File: src/rtl/rdc_pkg.sv
// shared types, constants and the microcode program of the radix digit converter
// no dependencies; imported by rdc_datapath and radix_digit_converter
`default_nettype none

package rdc_pkg;

	localparam int VALUE_WIDTH = 32;
	localparam int STACK_DEPTH = 32;
	localparam int BASE_WIDTH  = 5;
	localparam int DIGIT_WIDTH = 4;
	localparam int BIT_WIDTH   = $clog2(VALUE_WIDTH);
	localparam int SP_WIDTH    = $clog2(STACK_DEPTH + 1);
	localparam int IDX_WIDTH   = $clog2(STACK_DEPTH);

	localparam logic [BASE_WIDTH-1:0] BASE_RESET = BASE_WIDTH'(2);
	localparam logic [BASE_WIDTH-1:0] BASE_MIN   = BASE_WIDTH'(2);
	localparam logic [BASE_WIDTH-1:0] BASE_MAX   = BASE_WIDTH'(16);

	typedef logic [2:0] step_t;

	localparam step_t STEP_IDLE     = 3'd0;
	localparam step_t STEP_SIGN     = 3'd1;
	localparam step_t STEP_DIV_INIT = 3'd2;
	localparam step_t STEP_DIV_STEP = 3'd3;
	localparam step_t STEP_PUSH     = 3'd4;
	localparam step_t STEP_POP      = 3'd5;

	typedef enum logic [2:0] {
		ACT_NONE,
		ACT_LOAD,
		ACT_SIGN,
		ACT_DIV_INIT,
		ACT_DIV_STEP,
		ACT_PUSH,
		ACT_POP
	} act_t;

	typedef enum logic [1:0] {
		WAIT_NONE,
		WAIT_IN,
		WAIT_SIGN_SLOT,
		WAIT_SLOT
	} wait_t;

	typedef enum logic [1:0] {
		BR_NEVER,
		BR_DIV_BUSY,
		BR_MAG_NZ,
		BR_SP_MORE
	} br_t;

	typedef struct packed {
		wait_t wt;
		act_t  act;
		br_t   br;
		step_t br_to;
		step_t next;
	} ucode_t;

	// control from sequencer to datapath
	typedef struct packed {
		act_t act;
	} ctrl_t;

	// status from datapath back to sequencer
	typedef struct packed {
		logic slot_free;
		logic neg;
		logic mag_zero;
		logic div_done;
		logic sp_last;
	} status_t;

	function automatic ucode_t ucode_rom(input step_t pc);
		ucode_t w;
		w = '{wt: WAIT_IN, act: ACT_NONE, br: BR_NEVER, br_to: STEP_IDLE, next: STEP_IDLE};
		unique case (pc)
			STEP_IDLE:     w = '{WAIT_IN,        ACT_LOAD,     BR_NEVER,    STEP_IDLE,
				STEP_SIGN};
			STEP_SIGN:     w = '{WAIT_SIGN_SLOT, ACT_SIGN,     BR_NEVER,    STEP_IDLE,
				STEP_DIV_INIT};
			STEP_DIV_INIT: w = '{WAIT_NONE,      ACT_DIV_INIT, BR_NEVER,    STEP_IDLE,
				STEP_DIV_STEP};
			STEP_DIV_STEP: w = '{WAIT_NONE,      ACT_DIV_STEP, BR_DIV_BUSY, STEP_DIV_STEP,
				STEP_PUSH};
			STEP_PUSH:     w = '{WAIT_NONE,      ACT_PUSH,     BR_MAG_NZ,   STEP_DIV_INIT,
				STEP_POP};
			STEP_POP:      w = '{WAIT_SLOT,      ACT_POP,      BR_SP_MORE,  STEP_POP,
				STEP_IDLE};
			default:       w = '{WAIT_NONE,      ACT_NONE,     BR_NEVER,    STEP_IDLE,
				STEP_IDLE};
		endcase
		return w;
	endfunction

endpackage

`default_nettype wire

File: src/rtl/rdc_datapath.sv
// datapath: magnitude register, bit-serial divider, digit stack and output register
// depends on rdc_pkg
`default_nettype none

module rdc_datapath (
	input  wire                                  clk,
	input  wire                                  arst_n,
	input  rdc_pkg::ctrl_t                       ctl,
	input  wire  [rdc_pkg::BASE_WIDTH-1:0]       eff_base,
	input  wire  signed [rdc_pkg::VALUE_WIDTH-1:0] value,
	input  wire                                  out_stall,
	output rdc_pkg::status_t                     st,
	output logic                                 out_valid,
	output logic                                 is_sign,
	output logic [rdc_pkg::DIGIT_WIDTH-1:0]      digit,
	output logic                                 last
);
	import rdc_pkg::*;

	localparam logic [BIT_WIDTH-1:0] BIT_LAST = BIT_WIDTH'(VALUE_WIDTH - 1);
	localparam logic [SP_WIDTH-1:0]  SP_FULL  = SP_WIDTH'(STACK_DEPTH);
	localparam logic [SP_WIDTH-1:0]  SP_ONE   = SP_WIDTH'(1);

	logic [VALUE_WIDTH-1:0] mag_q;
	logic                   neg_q;
	logic [DIGIT_WIDTH-1:0] rem_q;
	logic [BIT_WIDTH-1:0]   bit_q;
	logic [SP_WIDTH-1:0]    sp_q;
	logic [DIGIT_WIDTH-1:0] stack_q [STACK_DEPTH];

	logic                   out_valid_q;
	logic                   is_sign_q;
	logic [DIGIT_WIDTH-1:0] digit_q;
	logic                   last_q;

	logic [VALUE_WIDTH-1:0] v_u;
	logic [VALUE_WIDTH-1:0] v_mag;
	logic [BASE_WIDTH-1:0]  trial;
	logic                   ge;
	logic [BASE_WIDTH-1:0]  diff;
	logic [SP_WIDTH-1:0]    sp_dec;

	always_comb begin
		v_u    = value;
		v_mag  = v_u[VALUE_WIDTH-1] ? (~v_u + 1'b1) : v_u;
		// one restoring division step: shift the next dividend bit into the remainder
		trial  = {rem_q, mag_q[VALUE_WIDTH-1]};
		ge     = trial >= eff_base;
		diff   = trial - eff_base;
		sp_dec = sp_q - SP_ONE;
	end

	assign st.slot_free = !out_valid_q || !out_stall;
	assign st.neg       = neg_q;
	assign st.mag_zero  = mag_q == '0;
	assign st.div_done  = bit_q == BIT_LAST;
	assign st.sp_last   = sp_q == SP_ONE;

	always_ff @(posedge clk or negedge arst_n) begin
		if (!arst_n) begin
			mag_q <= '0;
			neg_q <= 1'b0;
			sp_q  <= '0;
			bit_q <= '0;
		end else begin
			unique case (ctl.act)
				ACT_LOAD: begin
					mag_q <= v_mag;
					neg_q <= v_u[VALUE_WIDTH-1];
					sp_q  <= '0;
				end
				ACT_DIV_INIT: begin
					bit_q <= '0;
				end
				ACT_DIV_STEP: begin
					mag_q <= {mag_q[VALUE_WIDTH-2:0], ge};
					bit_q <= bit_q + 1'b1;
				end
				ACT_PUSH: begin
					if (sp_q < SP_FULL) begin
						sp_q <= sp_q + 1'b1;
					end
				end
				ACT_POP: begin
					sp_q <= sp_dec;
				end
				default: begin
				end
			endcase
		end
	end

	// remainder and stack entries are payload
	always_ff @(posedge clk) begin
		if (ctl.act == ACT_DIV_INIT) begin
			rem_q <= '0;
		end else if (ctl.act == ACT_DIV_STEP) begin
			rem_q <= ge ? diff[DIGIT_WIDTH-1:0] : trial[DIGIT_WIDTH-1:0];
		end
		if (ctl.act == ACT_PUSH && sp_q < SP_FULL) begin
			stack_q[sp_q[IDX_WIDTH-1:0]] <= rem_q;
		end
	end

	always_ff @(posedge clk or negedge arst_n) begin
		if (!arst_n) begin
			out_valid_q <= 1'b0;
		end else if ((ctl.act == ACT_SIGN && neg_q) || ctl.act == ACT_POP) begin
			out_valid_q <= 1'b1;
		end else if (!out_stall) begin
			out_valid_q <= 1'b0;
		end
	end

	always_ff @(posedge clk) begin
		if (ctl.act == ACT_SIGN && neg_q) begin
			is_sign_q <= 1'b1;
			digit_q   <= '0;
			last_q    <= 1'b0;
		end else if (ctl.act == ACT_POP) begin
			is_sign_q <= 1'b0;
			digit_q   <= stack_q[sp_dec[IDX_WIDTH-1:0]];
			last_q    <= sp_q == SP_ONE;
		end
	end

	assign out_valid = out_valid_q;
	assign is_sign   = is_sign_q;
	assign digit     = digit_q;
	assign last      = last_q;

`ifndef SYNTHESIS
	a_sp_bound: assert property (@(posedge clk) disable iff (!arst_n)
		sp_q <= SP_FULL)
		else $error("digit stack pointer beyond depth");
	a_pop_nonempty: assert property (@(posedge clk) disable iff (!arst_n)
		ctl.act == ACT_POP |-> sp_q != '0)
		else $error("pop from empty digit stack");
	a_emit_free: assert property (@(posedge clk) disable iff (!arst_n)
		(ctl.act == ACT_POP || (ctl.act == ACT_SIGN && neg_q)) |-> st.slot_free)
		else $error("item emitted over an untaken result");
`endif

endmodule

`default_nettype wire

File: src/rtl/radix_digit_converter.sv
// top level: base register, microcode sequencer and the datapath instance
// depends on rdc_pkg and rdc_datapath
`default_nettype none

// Converts one signed 32-bit value per input item into digits in the base held
// in the base register (0 and 1 act as 2, 17 to 31 act as 16). A negative value
// first gives a sign result, then the digits of its magnitude, most significant
// first; zero gives the single digit 0, and the final digit carries last. Input
// is taken only between runs. A small microcode program steps a bit-serial
// divider: each digit takes one set-up, 32 division steps and one push, and
// the digits are then popped out, each waiting while the output stalls.
// Write the base only while idle.
module radix_digit_converter (
	input  wire                                    clk,
	input  wire                                    arst_n,
	input  wire                                    cfg_we,
	input  wire  [rdc_pkg::BASE_WIDTH-1:0]         cfg_wdata,
	input  wire                                    in_valid,
	output logic                                   in_stall,
	input  wire  signed [rdc_pkg::VALUE_WIDTH-1:0] value,
	output logic                                   out_valid,
	input  wire                                    out_stall,
	output logic                                   is_sign,
	output logic [rdc_pkg::DIGIT_WIDTH-1:0]        digit,
	output logic                                   last
);
	import rdc_pkg::*;

	logic [BASE_WIDTH-1:0] base_q;
	logic [BASE_WIDTH-1:0] eff_base;
	step_t                 pc_q;
	step_t                 pc_d;
	ucode_t                uc;
	logic                  go;
	logic                  taken;
	ctrl_t                 ctl;
	status_t               st;

	always_ff @(posedge clk or negedge arst_n) begin
		if (!arst_n) begin
			base_q <= BASE_RESET;
		end else if (cfg_we) begin
			base_q <= cfg_wdata;
		end
	end

	always_comb begin
		if (base_q < BASE_MIN) begin
			eff_base = BASE_MIN;
		end else if (base_q > BASE_MAX) begin
			eff_base = BASE_MAX;
		end else begin
			eff_base = base_q;
		end
	end

	always_ff @(posedge clk or negedge arst_n) begin
		if (!arst_n) begin
			pc_q <= STEP_IDLE;
		end else begin
			pc_q <= pc_d;
		end
	end

	always_comb begin
		uc = ucode_rom(pc_q);
		unique case (uc.wt)
			WAIT_NONE:      go = 1'b1;
			WAIT_IN:        go = in_valid;
			WAIT_SIGN_SLOT: go = !st.neg || st.slot_free;
			WAIT_SLOT:      go = st.slot_free;
			default:        go = 1'b0;
		endcase
		unique case (uc.br)
			BR_NEVER:    taken = 1'b0;
			BR_DIV_BUSY: taken = !st.div_done;
			BR_MAG_NZ:   taken = !st.mag_zero;
			BR_SP_MORE:  taken = !st.sp_last;
			default:     taken = 1'b0;
		endcase
		ctl.act = go ? uc.act : ACT_NONE;
		if (!go) begin
			pc_d = pc_q;
		end else if (taken) begin
			pc_d = uc.br_to;
		end else begin
			pc_d = uc.next;
		end
		in_stall = uc.wt != WAIT_IN;
	end

	rdc_datapath u_dp (
		.clk       (clk),
		.arst_n    (arst_n),
		.ctl       (ctl),
		.eff_base  (eff_base),
		.value     (value),
		.out_stall (out_stall),
		.st        (st),
		.out_valid (out_valid),
		.is_sign   (is_sign),
		.digit     (digit),
		.last      (last)
	);

`ifndef SYNTHESIS
	a_accept_starts: assert property (@(posedge clk) disable iff (!arst_n)
		in_valid && !in_stall |=> pc_q == STEP_SIGN)
		else $error("accepted item did not start a run");
	a_pc_range: assert property (@(posedge clk) disable iff (!arst_n)
		pc_q <= STEP_POP)
		else $error("step counter outside the program");
	a_last_pop_ends: assert property (@(posedge clk) disable iff (!arst_n)
		ctl.act == ACT_POP && st.sp_last |=> pc_q == STEP_IDLE && out_valid && last)
		else $error("final digit did not end the run");
`endif

endmodule

`default_nettype wire
File: config.mk
export PLATFORM = sky130hd
export DESIGN_NAME = radix_digit_converter
export DESIGN_NICKNAME = d
export VERILOG_FILES = /design/src/rtl/rdc_pkg.sv /design/src/rtl/rdc_datapath.sv /design/src/rtl/radix_digit_converter.sv
export SDC_FILE = /design/constraint.sdc
export NUM_CORES = 1
export LEC_CHECK = 0
export BUFFER_PORTS_ARGS = -buffer_cell sky130_fd_sc_hd__buf_2
export CAP_MARGIN = 10
export CORE_MARGIN = 10
export CORE_UTILIZATION = 65
export DETAILED_ROUTE_END_ITERATION = 10
export HOLD_SLACK_MARGIN = 0.15
export PLACE_DENSITY = 0.84
export SLEW_MARGIN = 20
export SYNTH_ARGS = -nofsm -noshare
export SYNTH_HDL_FRONTEND = slang
export SYNTH_HIERARCHICAL = 1
export SYNTH_SLANG_ARGS = --single-unit
File: constraint.sdc
create_clock -name clk -period 5.1 [get_ports clk]
set_clock_uncertainty 0.15 [all_clocks]
set_input_delay 1.02 -clock clk [delete_from_list [all_inputs] [get_ports clk]]
set_output_delay 1.02 -clock clk [all_outputs]
set_load 0.03 [all_outputs]
## After elaboration in Yosys (flattened, before gate mapping)

Memory sizes are Yosys's and may differ from the RTL's. A register that Yosys moved wholly into a read port is not among the register bits.
Cells that the tools add are included.

- Memories: 1
- Word-level logic and storage cells: 79
- Register bits after elaboration: 59
- Output and inout bits: 8
- RAM bits: 128

- Equal/unequal tests: 22
- Muxes and demuxes: 17
- $lt $le $gt $ge: 4
- Reductions and logical operators: 19
- Bitwise gates (word level): 1
- Add/sub/neg operators: 5

Memories:

| memory | words | width | rd ports | clocked after Yosys merged registers in | write ports | RTL line | source |
|---|---|---|---|---|---|---|---|
| u_dp.stack_q | 32 | 4 | 1 | 1 | 1 | rdc_datapath.sv:29 | `logic [DIGIT_WIDTH-1:0] stack_q [STACK_DEPTH];` |

Operator list:

| operator | number |
|---|---|
| one-hot mux 13 bit (6 select lines) | 1 |
| one-hot mux 32 bit (2 select lines) | 1 |
| adder 32 x 1 -> 32 bit (second input constant) | 1 |
| logical NOT 32 bit | 1 |
| two-way mux 32 bit | 1 |
| inverter 32 bit | 1 |
| one-hot mux 6 bit (3 select lines) | 1 |
| == test 3 bit (second input constant) | 5 |
| == test 3 x 2 -> 1 bit (second input constant) | 4 |
| two-way mux 5 bit | 2 |
| one-hot mux 5 bit (2 select lines) | 1 |
| == test 2 bit (second input constant) | 4 |
| one-hot mux 1 bit (4 select lines) | 2 |
| adder 6 x 1 -> 6 bit (second input constant) | 1 |
| == test 3 x 1 -> 1 bit (second input constant) | 2 |
| == test 6 x 1 -> 1 bit (second input constant) | 1 |
| logical NOT 1 bit | 6 |
| less-than comparator 6 bit (second input constant) | 1 |
| two-way mux 3 bit | 2 |
| two-way mux 6 bit | 1 |
| inequality test 2 x 1 -> 1 bit (second input constant) | 3 |
| subtractor 6 x 1 -> 6 bit (second input constant) | 1 |
| adder 5 x 1 -> 5 bit (second input constant) | 1 |
| == test 5 bit (second input constant) | 1 |
| 14 further kinds | 23 |

## Depth between registers and ports, before layout

- Word-level depth: 9
- Gate-level depth with buffers: 12
- Mapped depth without buffers: 10

## By module

Netlist, hierarchy kept.

By module, submodules not included:

| module | instances | sequential area each (um^2) | area each (um^2) | cells an instance |
|---|---|---|---|---|
| rdc_datapath | 1 | 5170.0 | 8526.9 | 623 |
| radix_digit_converter | 1 | 201.4 | 513.0 | 52 |

## Worst setup path before layout

OpenSTA, ideal clock, no wires.

- Path kind: input -> register
- From: input port value[2] in the netlist's numbering
- To: register u_dp.mag_q[25]
- Arrival: 3.021 ns
- Cell stages on the path: 6
- Buffers on the path: 0
- Required time: 4.820 ns
- Slack: 1.799 ns
- Path through: or4_4 or4_4 or4_4 nor3_4 mux2i_1 o21ai_1

- Word-level cells in the longest chain between the ends: 4

Ends and longest elaborated chain:

| element | RTL line | source |
|---|---|---|
| start, declared | radix_digit_converter.sv:20 | `input wire signed [rdc_pkg::VALUE_WIDTH-1:0] value,` |
| inverter 32 bit | rdc_datapath.sv:45 | `v_mag = v_u[VALUE_WIDTH-1] ? (~v_u + 1'b1) : v_u;` |
| adder 32 x 1 -> 32 bit | rdc_datapath.sv:45 |  |
| two-way mux 32 bit | rdc_datapath.sv:45 |  |
| one-hot mux 32 bit (2 select lines) | rdc_datapath.sv:66 | `unique case (ctl.act)` |
| end signal, assigned | rdc_datapath.sv:68 | `mag_q <= v_mag;` |
| end signal, assigned | rdc_datapath.sv:76 | `mag_q <= {mag_q[VALUE_WIDTH-2:0], ge};` |
| end, declared | rdc_datapath.sv:24 | `logic [VALUE_WIDTH-1:0] mag_q;` |

No other way between the ends.
A chain may end at the register's enable or synchronous reset.

## Final worst setup path

- From: register u_dp.sp_q[1]
- To: register u_dp.digit_q[3], in the netlist u_dp/digit[3] (read register of u_dp.stack_q)

- Word-level cells in the longest chain between the ends: 1

Ends and longest elaborated chain:

| element | RTL line | source |
|---|---|---|
| start, declared | rdc_datapath.sv:28 | `logic [SP_WIDTH-1:0] sp_q;` |
| start signal, assigned | rdc_datapath.sv:81 | `sp_q <= sp_q + 1'b1;` |
| start signal, assigned | rdc_datapath.sv:85 | `sp_q <= sp_dec;` |
| subtractor 6 x 1 -> 6 bit | rdc_datapath.sv:50 | `sp_dec = sp_q - SP_ONE;` |
| end, declared | rdc_datapath.sv:33 | `logic [DIGIT_WIDTH-1:0] digit_q;` |

No other way between the ends.

==> impl_metrics.json <==
{
  "switchingPower_w": 0.00225,
  "track_usage_pct": 23.0,
  "synth_ff_type": "edfxtp_1",
  "area_growth_pct": 9.99,
  "diodes": 0,
  "postCtsSetupRepairBufs": 0,
  "slew-limit-headroom_pct": 28.6,
  "drt-vias-per-instance": 6.82,
  "critPathKind": "reg -> reg",
  "drt_pass1_iterations": 6,
  "met1_usage_pct": 29.2,
  "cts_tree": "done",
  "ys_ff_latch": 191,
  "post-route-period-util_pct": 70.0,
  "io_pins": 50,
  "numPortBuffers": 49,
  "antenna_found_initial": 0,
  "ys_seq_area_share_pct": 59.4,
  "drc": 0,
  "cts_buffer_depth": 2,
  "setup_slack_ps": 1530,
  "maxSlewViolCount": 0,
  "status": "completed",
  "drv_cap": 0,
  "p_leak_nw": 3.58,
  "grt_pass1_wl_um": 33400,
  "synthCells": 675,
  "slowest_stage": "ha_1",
  "grt_use_met3_pct": 5.58,
  "layout_common_cells": "edfxtp_1 (128), nor2_1 (60), dfrtp_1 (51)",
  "vias": 6152,
  "setup_tns_ps": 0,
  "swShare_pct": 38.2,
  "grt-ovfl-total": 0,
  "critPathRequiredTime_ps": 5230,
  "syn_nets": 731,
  "start_util_pct": 65.6,
  "dp_slack_ps": 754,
  "combPwrFrac_pct": 41.5,
  "p_int_w": 0.00364,
  "drive_gt1_share_pct": 20.8,
  "crit_path_max_incr_delay_ps": 920,
  "async_reset_ff_share_pct": 27.7,
  "die_h_um": 138,
  "cp_max_fo": 22,
  "fin_crit_ps": 3570,
  "p_seq_share_pct": 38.6,
  "crit_arrival_ps": 3700,
  "wire_per_inst_um": 23.4,
  "post-dp-hpwl_um": 13400,
  "dieArea_mm2": 0.0190,
  "synth_cell_types": 62,
  "hp-class": "reg -> reg",
  "synth_top_area_share_pct": 42.5,
  "avgSynthCellArea_um2": 13.4,
  "grt.busiest_layer": "met2",
  "end_kind": "flip-flop",
  "setup_viol": 0,
  "cts_resized": 0,
  "grt_pass1_vias": 6115,
  "ant_nets": 0,
  "pwr-share-clk_pct": 19.9,
  "p_per_area_mw_per_mm2": 592,
  "core_mm2": 0.0138,
  "routabilityCongestion": 0.843,
  "synthTopCellsByArea": "edfxtp_1 (43%), dfrtp_1 (14%), mux4_2 (10%)",
  "clkLatencyLatePin_ps": 440,
  "drt_iter0_markers": 646,
  "hold_viol_final": 0,
  "ys_warn_count": 6,
  "irDropWorstVdd_v": 0.000333,
  "cts-root-buf": "clkbuf_16",
  "gr-usage-met2_pct": 38.4,
  "layout.nets": 766,
  "die_x_um": 138,
  "cp_cell_sequence": "inv_1, ha_1, buf_4, mux4_2, mux4_2, mux2i_1, a211oi_1",
  "critPathLaunchType": "flip-flop",
  "fillers": 905,
  "rsz0062_at_grt": "false",
  "wl_um": 21100,
  "cts_max_level": 4,
  "tightest_slew_ps": 1070,
  "rows": 43,
  "crit_path_frequent_cell": "mux4_2",
  "grt_max_degree": 54,
  "path_clk_slew_ps": 60,
  "synth_top_cell_by_area": "edfxtp_1",
  "cts_buffers": 17,
  "ctsHoldBuffers": 0,
  "synth_edf_count": 128,
  "final_common_cell": "edfxtp_1",
  "syn_area_mm2": 0.00904,
  "fmaxAchievable_ghz": 0.280,
  "numClockSinks": 191
}
cell families after synthesis:
group | after synthesis | synth area share, %
AOI/OAI and AO/OA | 147 | 10.6
xor gates and xnor gates | 22 | 2.13
adders and majority gates | 14 | 2.02
buffers and inverters | 55 | 2.44
DFF | 191 | 59.4
muxes | 61 | 12.4
and+or+nand+nor | 185 | 11.0
registers in the layout, indices dropped and copies added, names as in the netlist:
name and count:
u_dp/digit 4, u_dp/is_sign 1, pc_q 3, u_dp/last 1, u_dp/sp_q 6, u_dp/rem_q 4
base_q 5, u_dp/mag_q 32, u_dp/out_valid 1, u_dp/neg_q 1, u_dp/bit_q 5, u_dp/stack_q 128
layout make-up:
cell class	count	area, um2	share of cell area (%)
sequential	191	5380	54.1
multi-input combinational	429	3480	35.0
clock buffer	21	440	4.43
timing repair buffer	57	305	3.07
tap	180	225	2.27
clock inverter	10	68.8	0.692
inverter	14	52.6	0.529
power by group through the flow:
stage / registers [W] / clock network, W / logic (W)
6_report: 0.00228 / 0.00117 / 0.00244
4_1_cts: 0.00227 / 0.00119 / 0.00240
3_3_place_gp: 0.00226 / 0 / 0.00223
5_1_grt: 0.00231 / 0.00125 / 0.00261
3_5_place_dp: 0.00229 / 0 / 0.00233
2_1_floorplan: 0.00225 / 0 / 0.00173
routing by layer:
metal | routed length, um | vias to the layer above
li1 | - | 2672
met1 | 8130 | 3038
met2 | 10800 | 384
met3 | 1710 | 58
met4 | 508 | 0
met5 | 0 | -
Yosys cell counts, drive strengths merged (11+ instances only):
cell type,instances
xor2,18
a22oi,19
inv,14
a22o,18
dfrtp,52
clkbuf,30
nor2,63
nand2,30
ha,13
buf,11
nand2b,11
edfxtp,128
o21ai,50
mux2i,16
a21oi,26
mux4,40
nor4,11
nor2b,13
worst paths after layout:
kind	from	end	slack, ps	cells past startpoint
min	u_dp/last	u_dp/last	310	2
max in group asynchronous	arst_n	u_dp/sp_q[0]	3750	2
min in group asynchronous	arst_n	pc_q[0]	560	2
max	u_dp/sp_q[1]	u_dp/digit[3]	1530	7
max reg2reg	u_dp/sp_q[1]	u_dp/digit[3]	1530	7
min reg2reg	u_dp/last	u_dp/last	310	2
through the flow:
step	instances	total power [W]	instance area (um2)	util [%]	hold slack, ps
floorplan	675	0.00398	9040	-	312
global placement	871	0.00449	9410	68.3	288
detailed placement	871	0.00462	9410	68.3	304
CTS	902	0.00586	9920	72.0	321
global route	902	0.00617	9940	72.2	341
finish	902	0.00589	9940	72.2	315
critical path: cells and delay by family (launching register included):
family	cells	cell delay, ps
buffers and inverters	2	520
DFF	1	490
adders and majority gates	1	920
AOI/OAI and AO/OA	1	150
muxes	3	1190
Note: power is estimated with default switching activity, not from simulation.
